`src/rtl/swt_pkg.sv`:
```
// Shared types, constants and digit helpers for the stopwatch / countdown timer.
// Used by every module of the block; depends on nothing else.
`timescale 1ns / 1ps
`default_nettype none

package swt_pkg;

  // Fixed point layout of the kept time
  localparam int FRAC_BITS     = 10;
  localparam int TIME_W        = 29;
  localparam int SEC_W         = TIME_W - FRAC_BITS;
  localparam int ELAPSED_W     = 16;
  localparam int WALL_W        = 17;
  localparam int WIG_LEFT_W    = ELAPSED_W + 2;
  localparam int WIGGLE_PHASES = 3;
  localparam int WIGGLE_W      = (WIGGLE_PHASES > 1) ? $clog2(WIGGLE_PHASES) : 1;

  localparam logic [TIME_W-1:0]    TIME_MAX     = TIME_W'((360000 << FRAC_BITS) - 1);
  localparam logic [ELAPSED_W-1:0] WIGGLE_RESET = ELAPSED_W'(137);

  localparam int QUEUE_DEPTH_DEFAULT = 2;

  // Reciprocals for the digit split; exact over the seconds range in use
  localparam logic [19:0] HOUR_RECIP = 20'd596524;
  localparam int          HOUR_SHIFT = 31;
  localparam logic [12:0] MIN_RECIP  = 13'd4370;
  localparam int          MIN_SHIFT  = 18;

  // Timer modes
  localparam logic [1:0] MODE_UP    = 2'd0;
  localparam logic [1:0] MODE_DOWN  = 2'd1;
  localparam logic [1:0] MODE_WALL  = 2'd2;

  // Command codes on the input stream
  localparam logic [1:0] CMD_TICK    = 2'd0;
  localparam logic [1:0] CMD_TOGGLE  = 2'd1;
  localparam logic [1:0] CMD_RESTART = 2'd2;

  // Configuration register indexes
  localparam logic [2:0] CFG_MODE         = 3'd0;
  localparam logic [2:0] CFG_START_TIME   = 3'd1;
  localparam logic [2:0] CFG_START_PAUSED = 3'd2;
  localparam logic [2:0] CFG_STOP_AT_ZERO = 3'd3;
  localparam logic [2:0] CFG_WIGGLE       = 3'd4;

  typedef enum logic [1:0] {
    KIND_TICK,
    KIND_TOGGLE,
    KIND_RESTART,
    KIND_IGNORE
  } kind_t;

  // One classified item as it waits in the queue
  typedef struct packed {
    kind_t                 kind;
    logic [ELAPSED_W-1:0]  elapsed;
    logic [TIME_W-1:0]     wall_time;
  } item_t;

  // Status that travels alongside the time through the digit pipeline
  typedef struct packed {
    logic [WIGGLE_W-1:0] wiggle;
    logic                paused;
    logic                finished;
  } flags_t;

  typedef struct packed {
    logic [3:0] hour_tens;
    logic [3:0] hour_units;
    logic [2:0] minute_tens;
    logic [3:0] minute_units;
    logic [2:0] second_tens;
    logic [3:0] second_units;
    flags_t     flags;
  } result_t;

  function automatic logic [TIME_W-1:0] clamp_time(input logic [TIME_W:0] v);
    clamp_time = (v > {1'b0, TIME_MAX}) ? TIME_MAX : v[TIME_W-1:0];
  endfunction

  // Tens of a value below 100, counted from independent compares
  function automatic logic [3:0] tens_of(input logic [6:0] x);
    logic [3:0] n;
    n = 4'd0;
    for (int k = 1; k < 10; k++) begin
      if (x >= 7'(10 * k)) n = n + 4'd1;
    end
    tens_of = n;
  endfunction

  function automatic logic [3:0] units_of(input logic [6:0] x, input logic [3:0] tens);
    logic [6:0] tens_x10;
    tens_x10 = {tens, 3'b000} + {2'b00, tens, 1'b0};
    units_of = 4'(x - tens_x10);
  endfunction

endpackage

`default_nettype wire

```
`src/rtl/swt_front.sv`:
```
// Front part of the timer: takes input transactions and classifies them.
// Turns the command code into a kind and prepares the wall-clock time; uses swt_pkg.
`timescale 1ns / 1ps
`default_nettype none

module swt_front
  import swt_pkg::*;
(
  input  wire logic                  s_tvalid,
  output logic                       s_tready,
  input  wire logic [39:0]           s_tdata,
  input  wire logic [1:0]            s_tuser,
  output logic                       item_valid,
  input  wire logic                  item_ready,
  output item_t                      item
);

  logic [ELAPSED_W-1:0] elapsed;
  logic [WALL_W-1:0]    wall;

  assign elapsed = s_tdata[ELAPSED_W-1:0];
  assign wall    = s_tdata[ELAPSED_W +: WALL_W];

  always_comb begin
    case (s_tuser)
      CMD_TICK:    item.kind = KIND_TICK;
      CMD_TOGGLE:  item.kind = KIND_TOGGLE;
      CMD_RESTART: item.kind = KIND_RESTART;
      default:     item.kind = KIND_IGNORE;
    endcase
    item.elapsed   = elapsed;
    item.wall_time = clamp_time((TIME_W + 1)'(wall) << FRAC_BITS);
  end

  assign item_valid = s_tvalid;
  assign s_tready   = item_ready;

endmodule

`default_nettype wire

```
`src/rtl/swt_queue.sv`:
```
// Short queue between the front and back parts of the timer.
// Holds classified items so either side can stall on its own; uses swt_pkg.
`timescale 1ns / 1ps
`default_nettype none

module swt_queue
  import swt_pkg::*;
#(
  parameter int DEPTH = QUEUE_DEPTH_DEFAULT
) (
  input  wire logic  clk,
  input  wire logic  rst,
  input  wire logic  in_valid,
  output logic       in_ready,
  input  wire item_t in_item,
  output logic       out_valid,
  input  wire logic  out_ready,
  output item_t      out_item
);

  localparam int PTR_W = (DEPTH > 1) ? $clog2(DEPTH) : 1;
  localparam int CNT_W = $clog2(DEPTH + 1);

  item_t             slots [DEPTH];
  logic [PTR_W-1:0]  wr_ptr;
  logic [PTR_W-1:0]  rd_ptr;
  logic [CNT_W-1:0]  count;
  logic              wr_en;
  logic              rd_en;

  assign in_ready  = (count != CNT_W'(DEPTH));
  assign out_valid = (count != '0);
  assign wr_en     = in_valid && in_ready;
  assign rd_en     = out_valid && out_ready;
  assign out_item  = slots[rd_ptr];

  always_ff @(posedge clk) begin
    if (wr_en) slots[wr_ptr] <= in_item;
  end

  always_ff @(posedge clk) begin
    if (rst) begin
      wr_ptr <= '0;
      rd_ptr <= '0;
      count  <= '0;
    end else begin
      if (wr_en) wr_ptr <= (wr_ptr == PTR_W'(DEPTH - 1)) ? '0 : wr_ptr + 1'b1;
      if (rd_en) rd_ptr <= (rd_ptr == PTR_W'(DEPTH - 1)) ? '0 : rd_ptr + 1'b1;
      if (wr_en && !rd_en)      count <= count + 1'b1;
      else if (rd_en && !wr_en) count <= count - 1'b1;
    end
  end

endmodule

`default_nettype wire

```
`src/rtl/swt_back.sv`:
```
// Back part of the timer: configuration registers, the timer state update and
// the digit pipeline that splits the shown time into HH:MM:SS; uses swt_pkg.
`timescale 1ns / 1ps
`default_nettype none

module swt_back
  import swt_pkg::*;
(
  input  wire logic        clk,
  input  wire logic        rst,
  input  wire logic        cfg_valid,
  input  wire logic [2:0]  cfg_index,
  input  wire logic [28:0] cfg_data,
  input  wire logic        item_valid,
  output logic             item_ready,
  input  wire item_t       item,
  output logic             res_valid,
  input  wire logic        res_ready,
  output result_t          res
);

  // Configuration
  logic [1:0]           timer_mode;
  logic [TIME_W-1:0]    start_time;
  logic                 start_paused;
  logic                 stop_at_zero;
  logic [ELAPSED_W-1:0] wiggle_period;

  // Timer state
  logic [TIME_W-1:0]            time_value, time_value_next;
  logic                         paused_flag, paused_flag_next;
  logic [WIGGLE_W-1:0]          phase_count, phase_count_next;
  logic signed [WIG_LEFT_W-1:0] wiggle_left, wiggle_left_next;
  logic                         finished_next;

  logic signed [WIG_LEFT_W-1:0] wiggle_base;
  logic [TIME_W:0]              time_sum;
  logic                         advance;
  logic                         take;

  // Pipeline registers
  logic             s1_valid, s2_valid, s3_valid, s4_valid, s5_valid;
  logic [SEC_W-1:0] s1_secs, s2_secs;
  flags_t           s1_flags, s2_flags, s3_flags, s4_flags;
  logic [6:0]       s2_hours;
  logic [3:0]       s3_hour_tens, s3_hour_units, s4_hour_tens, s4_hour_units;
  logic [11:0]      s3_rem, s4_rem;
  logic [5:0]       s4_mins;
  result_t          s5_res;

  logic [38:0]      hour_prod;
  logic [SEC_W-1:0] rem_full;
  logic [24:0]      min_prod;
  logic [11:0]      sec_full;
  logic [6:0]       min_7, sec_7;
  logic [3:0]       min_tens, sec_tens;

  // The whole pipeline moves together whenever the output register can be refilled
  assign advance    = !s5_valid || res_ready;
  assign take       = advance && item_valid;
  assign item_ready = advance;

  always_ff @(posedge clk) begin
    if (rst) begin
      timer_mode    <= MODE_UP;
      start_time    <= '0;
      start_paused  <= 1'b0;
      stop_at_zero  <= 1'b0;
      wiggle_period <= WIGGLE_RESET;
    end else if (cfg_valid) begin
      case (cfg_index)
        CFG_MODE:         timer_mode    <= cfg_data[1:0];
        CFG_START_TIME:   start_time    <= cfg_data[TIME_W-1:0];
        CFG_START_PAUSED: start_paused  <= cfg_data[0];
        CFG_STOP_AT_ZERO: stop_at_zero  <= cfg_data[0];
        CFG_WIGGLE:       wiggle_period <= cfg_data[ELAPSED_W-1:0];
        default: ;
      endcase
    end
  end

  always_comb begin
    time_value_next   = time_value;
    paused_flag_next  = paused_flag;
    phase_count_next  = phase_count;
    wiggle_left_next  = wiggle_left;
    finished_next     = 1'b0;
    wiggle_base       = wiggle_left;
    time_sum          = {1'b0, time_value} + (TIME_W + 1)'(item.elapsed);
    case (item.kind)
      KIND_TICK: begin
        if (wiggle_left <= 0) begin
          phase_count_next = (phase_count == WIGGLE_W'(WIGGLE_PHASES - 1)) ?
                             '0 : phase_count + 1'b1;
          wiggle_base      = $signed({2'b00, wiggle_period});
        end
        wiggle_left_next = wiggle_base - $signed({2'b00, item.elapsed});
        if (!paused_flag) begin
          case (timer_mode)
            MODE_UP: time_value_next = clamp_time(time_sum);
            MODE_DOWN: begin
              if (time_value != '0) begin
                time_value_next = (time_value > TIME_W'(item.elapsed)) ?
                                  time_value - TIME_W'(item.elapsed) : '0;
              end else begin
                finished_next = stop_at_zero;
              end
            end
            MODE_WALL: begin
              // Follow the wall clock when it moves ahead, otherwise creep
              // forward within the current second only
              if (item.wall_time > time_value) begin
                time_value_next = item.wall_time;
              end else if (time_sum[TIME_W:FRAC_BITS] ==
                           {1'b0, time_value[TIME_W-1:FRAC_BITS]}) begin
                time_value_next = clamp_time(time_sum);
              end
            end
            default: ;
          endcase
        end
      end
      KIND_TOGGLE:  paused_flag_next = !paused_flag;
      KIND_RESTART: begin
        time_value_next  = clamp_time({1'b0, start_time});
        paused_flag_next = start_paused;
      end
      default: ;
    endcase
  end

  always_ff @(posedge clk) begin
    if (rst) begin
      time_value  <= '0;
      paused_flag <= 1'b0;
      phase_count <= '0;
      wiggle_left <= $signed({2'b00, WIGGLE_RESET});
    end else if (take) begin
      time_value  <= time_value_next;
      paused_flag <= paused_flag_next;
      phase_count <= phase_count_next;
      wiggle_left <= wiggle_left_next;
    end
  end

  // Digit split: hours by reciprocal, then remainder, minutes by reciprocal,
  // then seconds, with the small tens and units taken beside them.
  assign hour_prod = 39'(s1_secs) * 39'(HOUR_RECIP);
  assign rem_full  = s2_secs - SEC_W'(s2_hours) * SEC_W'(3600);
  assign min_prod  = 25'(s3_rem) * 25'(MIN_RECIP);
  assign sec_full  = s4_rem - 12'(s4_mins) * 12'(60);
  assign min_7     = {1'b0, s4_mins};
  assign sec_7     = {1'b0, sec_full[5:0]};
  assign min_tens  = tens_of(min_7);
  assign sec_tens  = tens_of(sec_7);

  always_ff @(posedge clk) begin
    if (advance) begin
      s1_secs           <= time_value[TIME_W-1:FRAC_BITS];
      s1_flags.wiggle   <= phase_count;
      s1_flags.paused   <= paused_flag;
      s1_flags.finished <= finished_next;

      s2_secs  <= s1_secs;
      s2_hours <= hour_prod[HOUR_SHIFT +: 7];
      s2_flags <= s1_flags;

      s3_rem        <= rem_full[11:0];
      s3_hour_tens  <= tens_of(s2_hours);
      s3_hour_units <= units_of(s2_hours, tens_of(s2_hours));
      s3_flags      <= s2_flags;

      s4_rem        <= s3_rem;
      s4_mins       <= min_prod[MIN_SHIFT +: 6];
      s4_hour_tens  <= s3_hour_tens;
      s4_hour_units <= s3_hour_units;
      s4_flags      <= s3_flags;

      s5_res.hour_tens    <= s4_hour_tens;
      s5_res.hour_units   <= s4_hour_units;
      s5_res.minute_tens  <= min_tens[2:0];
      s5_res.minute_units <= units_of(min_7, min_tens);
      s5_res.second_tens  <= sec_tens[2:0];
      s5_res.second_units <= units_of(sec_7, sec_tens);
      s5_res.flags        <= s4_flags;
    end
  end

  always_ff @(posedge clk) begin
    if (rst) begin
      s1_valid <= 1'b0;
      s2_valid <= 1'b0;
      s3_valid <= 1'b0;
      s4_valid <= 1'b0;
      s5_valid <= 1'b0;
    end else if (advance) begin
      s1_valid <= item_valid;
      s2_valid <= s1_valid;
      s3_valid <= s2_valid;
      s4_valid <= s3_valid;
      s5_valid <= s4_valid;
    end
  end

  assign res_valid = s5_valid;
  assign res       = s5_res;

  a_time_in_range: assert property (@(posedge clk) disable iff (rst)
    time_value <= TIME_MAX)
    else $error("time value beyond 99:59:59");

  a_finished_at_zero: assert property (@(posedge clk) disable iff (rst)
    s1_valid && s1_flags.finished |-> s1_secs == '0)
    else $error("finished raised while the shown time is not zero");

  a_hour_remainder: assert property (@(posedge clk) disable iff (rst)
    s3_valid |-> s3_rem < 12'd3600)
    else $error("hour split left a remainder of an hour or more");

  a_second_split: assert property (@(posedge clk) disable iff (rst)
    s4_valid |-> s4_mins < 6'd60 && sec_full < 12'd60)
    else $error("minute split out of range");

  a_wiggle_bounds: assert property (@(posedge clk) disable iff (rst)
    wiggle_left >= -$signed({2'b00, {ELAPSED_W{1'b1}}}))
    else $error("wiggle cooldown below its lowest reachable value");

endmodule

`default_nettype wire

```
`src/rtl/stopwatch_countdown_clock_timer_unit.sv`:
```
// Stopwatch / countdown / wall-clock timer unit: top level.
// Joins swt_front, swt_queue and swt_back; uses swt_pkg.
//
// Input stream (s_*): one transaction per command. s_tuser carries the command
// (tick, toggle pause, restart), s_tdata the tick duration and the time of day.
// Output stream (m_*): exactly one result transaction per accepted command,
// showing HH:MM:SS, the wiggle phase and the pause state as they stood before
// the command, plus the countdown-finished flag.
// Configuration (cfg_*): one register write per transaction, always ready;
// writes are meant for when the block is idle.
// A command leaving the queue passes the registered stages s1 to s5 before its
// result is offered. One command is taken every cycle unless the receiver stalls;
// the state update feeds back only into its own registers, and the digit split is
// a five-stage pipeline with its two reciprocal multipliers in separate stages.
// When the receiver stalls the pipeline holds and the input queue fills, after
// which s_tready drops; nothing is lost or repeated.
// Reset (rst, synchronous) empties queue and pipeline and returns the time,
// pause state, wiggle state and configuration to their reset values.
`timescale 1ns / 1ps
`default_nettype none

module stopwatch_countdown_clock_timer_unit
  import swt_pkg::*;
#(
  parameter int QUEUE_DEPTH = QUEUE_DEPTH_DEFAULT
) (
  input  wire logic        clk,
  input  wire logic        rst,
  input  wire logic        s_tvalid,
  output logic             s_tready,
  // elapsed[15:0], wall_seconds[32:16], zero fill above
  input  wire logic [39:0] s_tdata,
  // cmd[1:0]
  input  wire logic [1:0]  s_tuser,
  output logic             m_tvalid,
  input  wire logic        m_tready,
  // hour_tens[3:0], hour_units[7:4], minute_tens[10:8], minute_units[14:11],
  // second_tens[17:15], second_units[21:18], wiggle_phase[23:22],
  // is_paused[24], finished[25], zero fill above
  output logic [31:0]      m_tdata,
  input  wire logic        cfg_valid,
  output logic             cfg_ready,
  input  wire logic [2:0]  cfg_index,
  input  wire logic [28:0] cfg_data
);

  logic    front_valid, front_ready;
  item_t   front_item;
  logic    q_valid, q_ready;
  item_t   q_item;
  result_t res;

  swt_front u_front (
    .s_tvalid   (s_tvalid),
    .s_tready   (s_tready),
    .s_tdata    (s_tdata),
    .s_tuser    (s_tuser),
    .item_valid (front_valid),
    .item_ready (front_ready),
    .item       (front_item)
  );

  swt_queue #(
    .DEPTH (QUEUE_DEPTH)
  ) u_queue (
    .clk       (clk),
    .rst       (rst),
    .in_valid  (front_valid),
    .in_ready  (front_ready),
    .in_item   (front_item),
    .out_valid (q_valid),
    .out_ready (q_ready),
    .out_item  (q_item)
  );

  swt_back u_back (
    .clk        (clk),
    .rst        (rst),
    .cfg_valid  (cfg_valid),
    .cfg_index  (cfg_index),
    .cfg_data   (cfg_data),
    .item_valid (q_valid),
    .item_ready (q_ready),
    .item       (q_item),
    .res_valid  (m_tvalid),
    .res_ready  (m_tready),
    .res        (res)
  );

  assign cfg_ready = 1'b1;

  assign m_tdata = {6'b000000,
                    res.flags.finished,
                    res.flags.paused,
                    res.flags.wiggle,
                    res.second_units,
                    res.second_tens,
                    res.minute_units,
                    res.minute_tens,
                    res.hour_units,
                    res.hour_tens};

endmodule

`default_nettype wire

```
`config.mk`:
```
export PLATFORM = sky130hd
export DESIGN_NAME = stopwatch_countdown_clock_timer_unit
export DESIGN_NICKNAME = d
export VERILOG_FILES = /design/src/rtl/swt_pkg.sv /design/src/rtl/swt_front.sv /design/src/rtl/swt_queue.sv /design/src/rtl/swt_back.sv /design/src/rtl/stopwatch_countdown_clock_timer_unit.sv
export SDC_FILE = /design/constraint.sdc
export NUM_CORES = 1
export LEC_CHECK = 0
export BUFFER_PORTS_ARGS = -buffer_cell sky130_fd_sc_hd__buf_2
export CORE_MARGIN = 1.5
export CORE_UTILIZATION = 67
export DETAILED_ROUTE_END_ITERATION = 12
export PLACE_DENSITY = 0.84
export SLEW_MARGIN = 25
export SYNTH_ARGS = -nofsm -noshare
export SYNTH_HDL_FRONTEND = slang
export SYNTH_SLANG_ARGS = --single-unit
```
`constraint.sdc`:
```
create_clock -name clk -period 10.6 [get_ports clk]
set_input_delay 2.12 -clock clk [delete_from_list [all_inputs] [get_ports clk]]
set_output_delay 2.12 -clock clk [all_outputs]
set_load 0.01 [all_outputs]
```
==> results of run 1 <==
[registers in the layout, summed over array words and instances (netlist names), 4 cells and up, named ones only]
| name | flops |
|---|---|
| u_back.wiggle_period | 16 |
| u_back.time_value | 29 |
| u_back.s1_secs | 19 |
| u_back.s2_flags | 4 |
| u_back.s3_flags | 4 |
| u_back.s2_hours | 7 |
| u_back.s4_rem | 6 |
| u_back.s3_hour_units | 4 |
| u_back.s4_hour_tens | 4 |
| u_back.start_time | 29 |
| u_back.s4_mins | 6 |
| u_queue.slots | 70 |
| u_back.wiggle_left | 18 |
| u_back.s1_flags | 4 |
| u_back.s2_secs | 12 |
| u_back.s4_hour_units | 4 |
| u_back.s3_hour_tens | 4 |
| u_back.s3_rem | 12 |
| u_back.res | 26 |
| u_back.s4_flags | 4 |
[area by class of cell]
class                           instances  area (µm²)  share of cell area
Sequential cell                       299        7890               0.317
Multi-Input combinational cell       1609       13500               0.544
Inverter                              285        1070              0.0431
Tap cell                              448         561              0.0225
Timing Repair Buffer                  112         633              0.0254
Clock inverter                         21         254              0.0102
Clock buffer                           43         926              0.0372
[worst max-delay path, stage by stage, from the launching register on]
cell and delay, ns:
edfxtp_1 0.56, inv_1 0.21, ha_1 0.19, a21oi_1 0.08
nor4_1 0.34, ha_1 0.34, xnor2_1 0.31, ha_1 0.29
mux2_2 0.28, ha_1 0.30, mux2_2 0.28, ha_1 0.26
mux2_2 0.30, ha_1 0.29, mux2i_1 0.23, inv_1 0.09
ha_1 0.29, nor2_1 0.06, a21oi_1 0.25, ha_1 0.28
mux2_2 0.28, ha_1 0.31, nand2_1 0.07, nand2_1 0.07
xnor2_1 0.26, xnor2_1 0.12
[routing by layer]
layer | part of all wire | vias to the layer above
met5 | 0 | -
met4 | 0.037 | 0
met3 | 0.065 | 155
met2 | 0.50 | 656
met1 | 0.40 | 8416
li1 | - | 8112
[cells by family after synthesis]
group / Yosys count
AND/OR/NAND/NOR: 536
buffers and inverters: 375
adder cells (fa/ha/maj): 439
multiplexers: 67
AO/OA/AOI/OAI: 444
other: 2
XOR/XNOR: 116
flip-flops: 299
[worst max path at each step]
stage | to | slack (ns) | depth (start not counted)
finish | u_back.s3_hour_units[3]$_DFFE_PP_ | 4.01 | 25
global placement | u_back.s2_hours[6]$_DFFE_PP_ | 4.33 | 22
CTS | u_back.s3_hour_units[3]$_DFFE_PP_ | 4.01 | 25
global route | u_back.s3_hour_units[3]$_DFFE_PP_ | 3.68 | 25
floorplan | u_back.s3_hour_units[3]$_DFFE_PP_ | 4.81 | 25
detailed placement | u_back.s2_hours[6]$_DFFE_PP_ | 4.13 | 22
[through the flow]
| stage | utilization | worst slack, ns | instances | instance area (µm²) |
|---|---|---|---|---|
| 3_3_place_gp | 0.705 | 4.33 | 2750 | 23600 |
| 4_1_cts | 0.741 | 4.01 | 2815 | 24800 |
| 5_1_grt | 0.742 | 3.68 | 2817 | 24900 |
| 2_1_floorplan | - | 4.81 | 2283 | 22800 |
| 3_5_place_dp | 0.706 | 4.13 | 2751 | 23700 |
| 6_report | 0.742 | 4.01 | 2817 | 24900 |
[cells in the final DEF, fill, tap and decap left out, types with 7 or more instances in the layout]
cell type / count
a211oi_1: 9
nor2_1: 121
clkbuf_16: 35
fa_1: 94
mux2i_1: 25
nand3_1: 29
o21ai_1: 19
dfxtp_1: 108
edfxtp_1: 190
ha_1: 345
o211ai_1: 11
xnor2_1: 84
a221o_1: 11
nor4_1: 13
nor2b_1: 22
and3_1: 10
a31oi_1: 10
o221ai_1: 14
xor2_1: 31
nand2_1: 203
inv_1: 280
a21o_1: 36
o21a_1: 19
buf_4: 9
a21oi_1: 146
conb_1: 7
nand2b_1: 13
nand4_1: 21
mux2_2: 42
o31ai_1: 9
nor3_1: 44
buf_2: 99
o21ai_0: 65
and2_1: 10
==> qor.yml, run 1 <==
status: "finished clean"
diodes: 0
dpl.hpwl_mm: 41.2
row_count: 67
io_pins: 114
r2r_cells: 25
synth_top_area_frac: 0.250
syn_to_final_growth_pct: 9.13
synthMuxAreaShare: 0.0317
grt_pass1_wl_mm: 89.6
timing.final.crit_period_ns: 6.59
fmax_mhz: 152
yosys_warnings: 0
dr.pass1.iters: 6
post-route-drc-count: 0
min-delay-start: "u_back.s4_flags[3]$_DFFE_PP_"
tightest_slew_ns: 1.01
rsz0062_at_grt: "false"
nNetsFinal: 2860
fin_tns_setup_ns: 0
core-area_mm2: 0.0335
synth_compound_area_frac: 0.132
async_reset_ff_frac: 0
hold_viol_final: 0
report.final.slew_viol_count: 0
hp-class: "register to register"
htreeDepth: 2
hold_buffers: 0
ys_seq_area_frac: 0.346
end_kind: "register"
vias_per_cell: 6.16
maxSlewHeadroom: 0.306
startpoint_type: "register"
cts-resized-gates: 0
insertion_delay_ns: 0.56
start_util: 0.680
whs_endpoint: "u_back.res[3]$_DFFE_PP_"
io_buffers: 99
clock_sinks: 299
synth_edf_count: 190
die_h_um: 187
synth_top_cell_by_area: "edfxtp_1"
cts_setup_buffers: 0
fp.dieW_um: 187
synth_seq_cells: 299
synth_common_cells: "ha_1 (345), inv_1 (281), nand2_1 (205)"
maxCapViolCount: 0
synthSimpleGateAreaFrac: 0.110
cp.required_ns: 10.90
ys_top_cells_by_area: "edfxtp_1 (25%), ha_1 (19%), dfxtp_1 (9.6%)"
antenna_left: 0
cts_tree: "built"
crit_path_start: "u_back.s2_hours[1]$_DFFE_PP_"
crit_fanout: 9
vias: 17339
drive_above_1_share: 0.107
grt_util_met1: 0.391
synth_cells: 2278
finalCritPeriodShare: 0.622
holdPathStages: 0
wl_per_cell_um: 19.7
synth_top_family_by_area: "adder cells"
use_met3: 0.0544
synth_area_per_cell_um2: 10.0
r2r_slack_ns: 4.01
cts-root-buf: "clkbuf_16"
fill_cells: 2354
crit_type: "register to register"
cts_buffer_depth: 3
holdWs_ns: 0.415
track_usage: 0.321
yosysMostFrequentCell: "ha_1"
routabilityCongestion: 0.964
drtIter0Drc: 1402
clk_pin_slew_worst_paths_ns: 0.06
met2_usage: 0.569
synthAdderAreaFrac: 0.272
r2r_start: "u_back.s2_hours[1]$_DFFE_PP_"
synthFlopType: "edfxtp_1"
synthXorXnorAreaFrac: 0.0449
numCtsBuffers: 35
clock_skew_ns: 0.0206
die_area_mm2: 0.0351
grt.busiest_layer: "met2"
cp.arrival_ns: 6.89
syn_area_mm2: 0.0228
grt_overflow_total: 0
wl_mm: 55.6
r2r_end: "u_back.s3_hour_units[3]$_DFFE_PP_"
grt_pass1_vias: 17633
setup_violations: 0
grt_antenna_before_repair: 0
grt_max_degree: 86
yosys.cell_types.count: 93
Power of run 1 is left out: the tool's default activity adds up to more than one toggle a clock period on the data nets, which glitch-free logic cannot reach.
==> run 2, diff against run 1 <==
CORE_UTILIZATION = 57   (was 67)
PLACE_DENSITY = 0.76   (was 0.84)
clock period = 5.5 ns   (was 10.6 ns; I/O delays follow)
==> qor.yml, run 2 (synthesized netlist as in run 1, its figures left out) <==
cts_tree: "built"
maxSlewHeadroom: 0.244
wl_per_cell_um: 19.4
report.final.slew_viol_count: 0
row_count: 73
stdcell_count: 3024
rsz0062_at_grt: "true"
clock_skew_ns: 0.0322
wl_mm: 58.8
clk_pin_slew_worst_paths_ns: 0.08
tightest_slew_ns: 1.12
fp.dieW_um: 203
die_h_um: 203
cp.required_ns: 5.83
cp.arrival_ns: 6.00
r2r_cells: 24
timing.final.crit_period_ns: 5.67
holdPathStages: 0
violations: "setup timing"
hold_buffers: 0
status: "finished, violations left"
whs_endpoint: "u_back.s4_hour_tens[1]$_DFFE_PP_"
io_buffers: 99
layout_commonest_cell: "ha_1"
startpoint_type: "register"
core-area_mm2: 0.0396
crit_type: "register to register"
start_util: 0.575
drtIter0Drc: 1415
crit_buf_inv: 6
r2r_end: "u_back.s2_hours[6]$_DFFE_PP_"
track_usage: 0.285
antenna_left: 0
final_cell_mix: "ha_1 (314), inv_1 (268), nand2_1 (202)"
vias_per_cell: 5.83
top_register: "u_queue.slots"
finalWorstSetupSlack_ns: -0.174
dpl.hpwl_mm: 45.5
hp-class: "register to register"
r2r_start: "u_back.s1_secs[4]$_DFFE_PP_"
syn_to_final_growth_pct: 15.6
routabilityCongestion: 0.968
largest_reg_flops: 70
numCtsBuffers: 31
crit_cells: 24
grt_overflow_total: 0
end_kind: "register"
grt_antenna_before_repair: 0
grt_max_degree: 97
grt_pass1_wl_mm: 92.7
cpMaxStageDelayCell: "fa_1"
crit_fanout: 2
post-route-drc-count: 0
dr.pass1.iters: 6
reg_top3: "u_queue.slots (70), u_back.start_time (29), u_back.time_value (29)"
cts-root-buf: "clkbuf_16"
hold_viol_final: 0
setup_violations: 4
htreeDepth: 1
fmax_mhz: 176
min-delay-start: "u_back.s3_hour_tens[1]$_DFFE_PP_"
io_pins: 114
holdWs_ns: 0.421
r2r_slack_ns: -0.17
vias: 17641
diodes: 0
fill_cells: 3059
grt_pass1_vias: 17907
cpLargestDelayFamily: "adder cells"
nNetsFinal: 2993
cts_buffer_depth: 3
clock_sinks: 299
drive_above_1_share: 0.180
die_area_mm2: 0.0412
dp_cells: 2933
maxCapViolCount: 0
insertion_delay_ns: 0.61
slowest_delay_ns: 0.52
finalCritPeriodShare: 1.03
path_cells: "buf_4, buf_6, ha_4, ha_4, inv_2, fa_2, fa_1, inv_1, fa_1, inv_1, fa_1, inv_1, ha_2, a21o_1, a21o_1, a21oi_2, o21a_1, o211ai_1, a31o_2, a31oi_4, o21ai_2, or4_4, a31oi_4, xnor2_2"
-- run 2: area by class of cell --
class                   instances  area [µm²]  share of cell area
clock buffers                  37         818              0.0310
clock inverters                20         253             0.00959
inverters                     285        1070              0.0408
multi-input cells            1609       14000               0.531
flip-flops and latches        299        7890               0.299
well taps                     525         657              0.0249
repair buffers                249        1680              0.0638
-- run 2: metal layers --
| metal | vias up | share of wire | GRT usage | wire, µm |
|---|---|---|---|---|
| met5 | - | 0 | 0 | 0 |
| met4 | 0 | 0.045 | 0.128 | 2660 |
| met3 | 159 | 0.068 | 0.0429 | 4000 |
| met2 | 637 | 0.49 | 0.502 | 28700 |
| met1 | 8469 | 0.40 | 0.346 | 23400 |
| li1 | 8376 | - | - | - |
-- run 2: how the worst max path moves through the flow --
| stage | start | to | slack [ns] |
|---|---|---|---|
| 6_report | u_back.s1_secs[4]$_DFFE_PP_ | u_back.s2_hours[6]$_DFFE_PP_ | -0.17 |
| 4_1_cts | u_back.s1_secs[5]$_DFFE_PP_ | u_back.s2_hours[6]$_DFFE_PP_ | -0.21 |
| 2_1_floorplan | u_back.s1_secs[5]$_DFFE_PP_ | u_back.s2_hours[6]$_DFFE_PP_ | 0.02 |
| 3_3_place_gp | u_back.s1_secs[6]$_DFFE_PP_ | u_back.s2_hours[6]$_DFFE_PP_ | -0.20 |
| 5_1_grt | u_back.s1_secs[9]$_DFFE_PP_ | u_back.s2_hours[6]$_DFFE_PP_ | -0.30 |
| 3_5_place_dp | u_back.s1_secs[5]$_DFFE_PP_ | u_back.s2_hours[6]$_DFFE_PP_ | -0.36 |
-- run 2: what timing repair did --
| item | 4_1_cts | 5_1_grt |
|---|---|---|
| setup endpoints to repair | 7 | 11 |
| resized for setup | 45 | 29 |
| pin swaps | 51 | 37 |
| buffers inserted | 24 | 11 |
-- run 2: per-stage QoR --
stage | utilization | setup slack, ns | TNS [ns] | area, µm²
floorplan | - | 0.0171 | 0 | 22900
global placement | 0.622 | -0.205 | -0.317 | 24600
detailed placement | 0.622 | -0.358 | -0.985 | 24700
CTS | 0.660 | -0.214 | -0.440 | 26200
global route | 0.665 | -0.300 | -1.54 | 26400
finish | 0.665 | -0.174 | -0.362 | 26400
Power of run 2 is left out for the same reason.
==> run 3, diff against run 2 <==
CORE_MARGIN = 5   (was 1.5)
==> qor.yml, run 3 (synthesized netlist as in run 1, its figures left out) <==
cpMaxStageDelayCell: "edfxtp_1"
multi_input_area_mm2: 0.0141
insertion_delay_ns: 0.55
final_cell_mix: "ha_1 (309), inv_1 (259), nand2_1 (201)"
wl_mm: 58.6
grt_max_degree: 67
die_area_mm2: 0.0441
track_usage: 0.259
cp.arrival_ns: 5.89
tightest_slew_ns: 0.982
dr.pass1.iters: 6
wl_per_cell_um: 19.3
grt_antenna_before_repair: 3
rsz0062_at_grt: "true"
core-area_mm2: 0.0396
fp.dieW_um: 210
drive_above_1_share: 0.187
cts_buffer_depth: 3
vias: 17813
placed_area_mm2: 0.0246
r2r_cells: 17
setup_violations: 1
hold_buffers: 0
grt_pass1_wl_mm: 92.3
regArea_mm2: 0.00789
fmax_mhz: 179
antenna_left: 0
layout_commonest_cell: "ha_1"
maxSlewHeadroom: 0.345
clock_skew_ns: 0.0145
hp-class: "register to register"
end_kind: "register"
status: "finished, violations left"
row_count: 73
cp.required_ns: 5.80
nNetsFinal: 2995
grt.busiest_layer: "met2"
use_met3: 0.0350
clk_pin_slew_worst_paths_ns: 0.06
grt_util_met1: 0.319
vias_per_cell: 5.88
die_h_um: 210
grt_overflow_total: 0
crit_fanout: 5
finalWorstSetupSlack_ns: -0.0983
timing.final.crit_period_ns: 5.60
hold_viol_final: 0
crit_type: "register to register"
fill_cells: 3001
htreeDepth: 2
finalCritPeriodShare: 1.02
numCtsBuffers: 34
slowest_delay_ns: 0.53
path_cells: "ha_1, ha_1, fa_1, fa_1, fa_1, ha_1, ha_1, a21o_1, a21o_1, a21oi_1, o211ai_1, a31o_2, a31oi_4, o21ai_2, or4_4, a31oi_4, xnor2_1"
grt_pass1_vias: 18096
post-route-drc-count: 0
holdWs_ns: 0.418
stdcell_area_mm2: 0.0265
cts_tree: "built"
largest_reg_flops: 70
dpl.hpwl_mm: 44.9
report.final.slew_viol_count: 0
io_buffers: 99
r2r_slack_ns: -0.1
routabilityCongestion: 0.979
violations: "setup timing"
drtIter0Drc: 1608
start_util: 0.575
cts-root-buf: "clkbuf_16"
met2_usage: 0.451
io_pins: 114
top_register: "u_queue.slots"
startpoint_type: "register"
syn_to_final_growth_pct: 16.1
clock_sinks: 299
holdPathStages: 0
cpMostUsedCell: "ha_1"
reg_top3: "u_queue.slots (70), u_back.start_time (29), u_back.time_value (29)"
maxCapViolCount: 0
run 3: changes by cell type in the layout (fill, tap and decap cells not counted), sizes merged:
cell	previous run	this run
buf	249	248
bufinv	5	3
clkbuf	37	43
clkinv	9	11
clkinvlp	5	0
diode	0	2
inv	286	290
run 3: worst max-delay path: cells and delay by family, from the launching register on:
kind | cells | cell delay [ns]
AOI/OAI and AO/OA | 8 | 1.42
xor gates and xnor gates | 1 | 0.08
adders and majority gates | 7 | 2.85
DFF | 1 | 0.53
and+or+nand+nor | 1 | 0.46
run 3: layout make-up:
class,count,area share
clock inverter,19,0.00775
clock buffer,43,0.0342
antenna,2,0.000189
multi-input combinational,1609,0.532
sequential,299,0.298
timing repair buffer,248,0.0628
tap,525,0.0248
inverter,285,0.0406
run 3: layer usage:
metal / vias up / share of wire
li1: 8395 / -
met2: 667 / 0.49
met4: 0 / 0.051
met1: 8564 / 0.39
met3: 187 / 0.065
met5: - / 0
run 3: path summary, 6_finish.rpt:
path / endpoint / start
setup / recovery: u_back.s2_hours[6]$_DFFE_PP_ / u_back.s1_secs[14]$_DFFE_PP_
hold / removal: u_back.s4_flags[3]$_DFFE_PP_ / u_back.s3_flags[3]$_DFFE_PP_
setup reg to reg: u_back.s2_hours[6]$_DFFE_PP_ / u_back.s1_secs[14]$_DFFE_PP_
hold reg to reg: u_back.s4_flags[3]$_DFFE_PP_ / u_back.s3_flags[3]$_DFFE_PP_
run 3: through the flow:
step	setup WS (ns)	setup TNS, ns	instances	utilization
final	-0.0983	-0.0983	3030	0.668
after global routing	-0.239	-0.969	3028	0.668
after CTS	-0.254	-0.384	3008	0.656
after detailed placement	-0.345	-1.04	2932	0.622
after global placement	-0.260	-0.546	2931	0.621
after floorplan	0.0171	0	2283	-
run 3: timing repair:
item | 4_1_cts | 5_1_grt
gates resized for setup | 28 | 69
buffers inserted | 17 | 21
pin swaps | 44 | 40
setup endpoints to repair | 7 | 8
Power of run 3 is left out for the same reason.
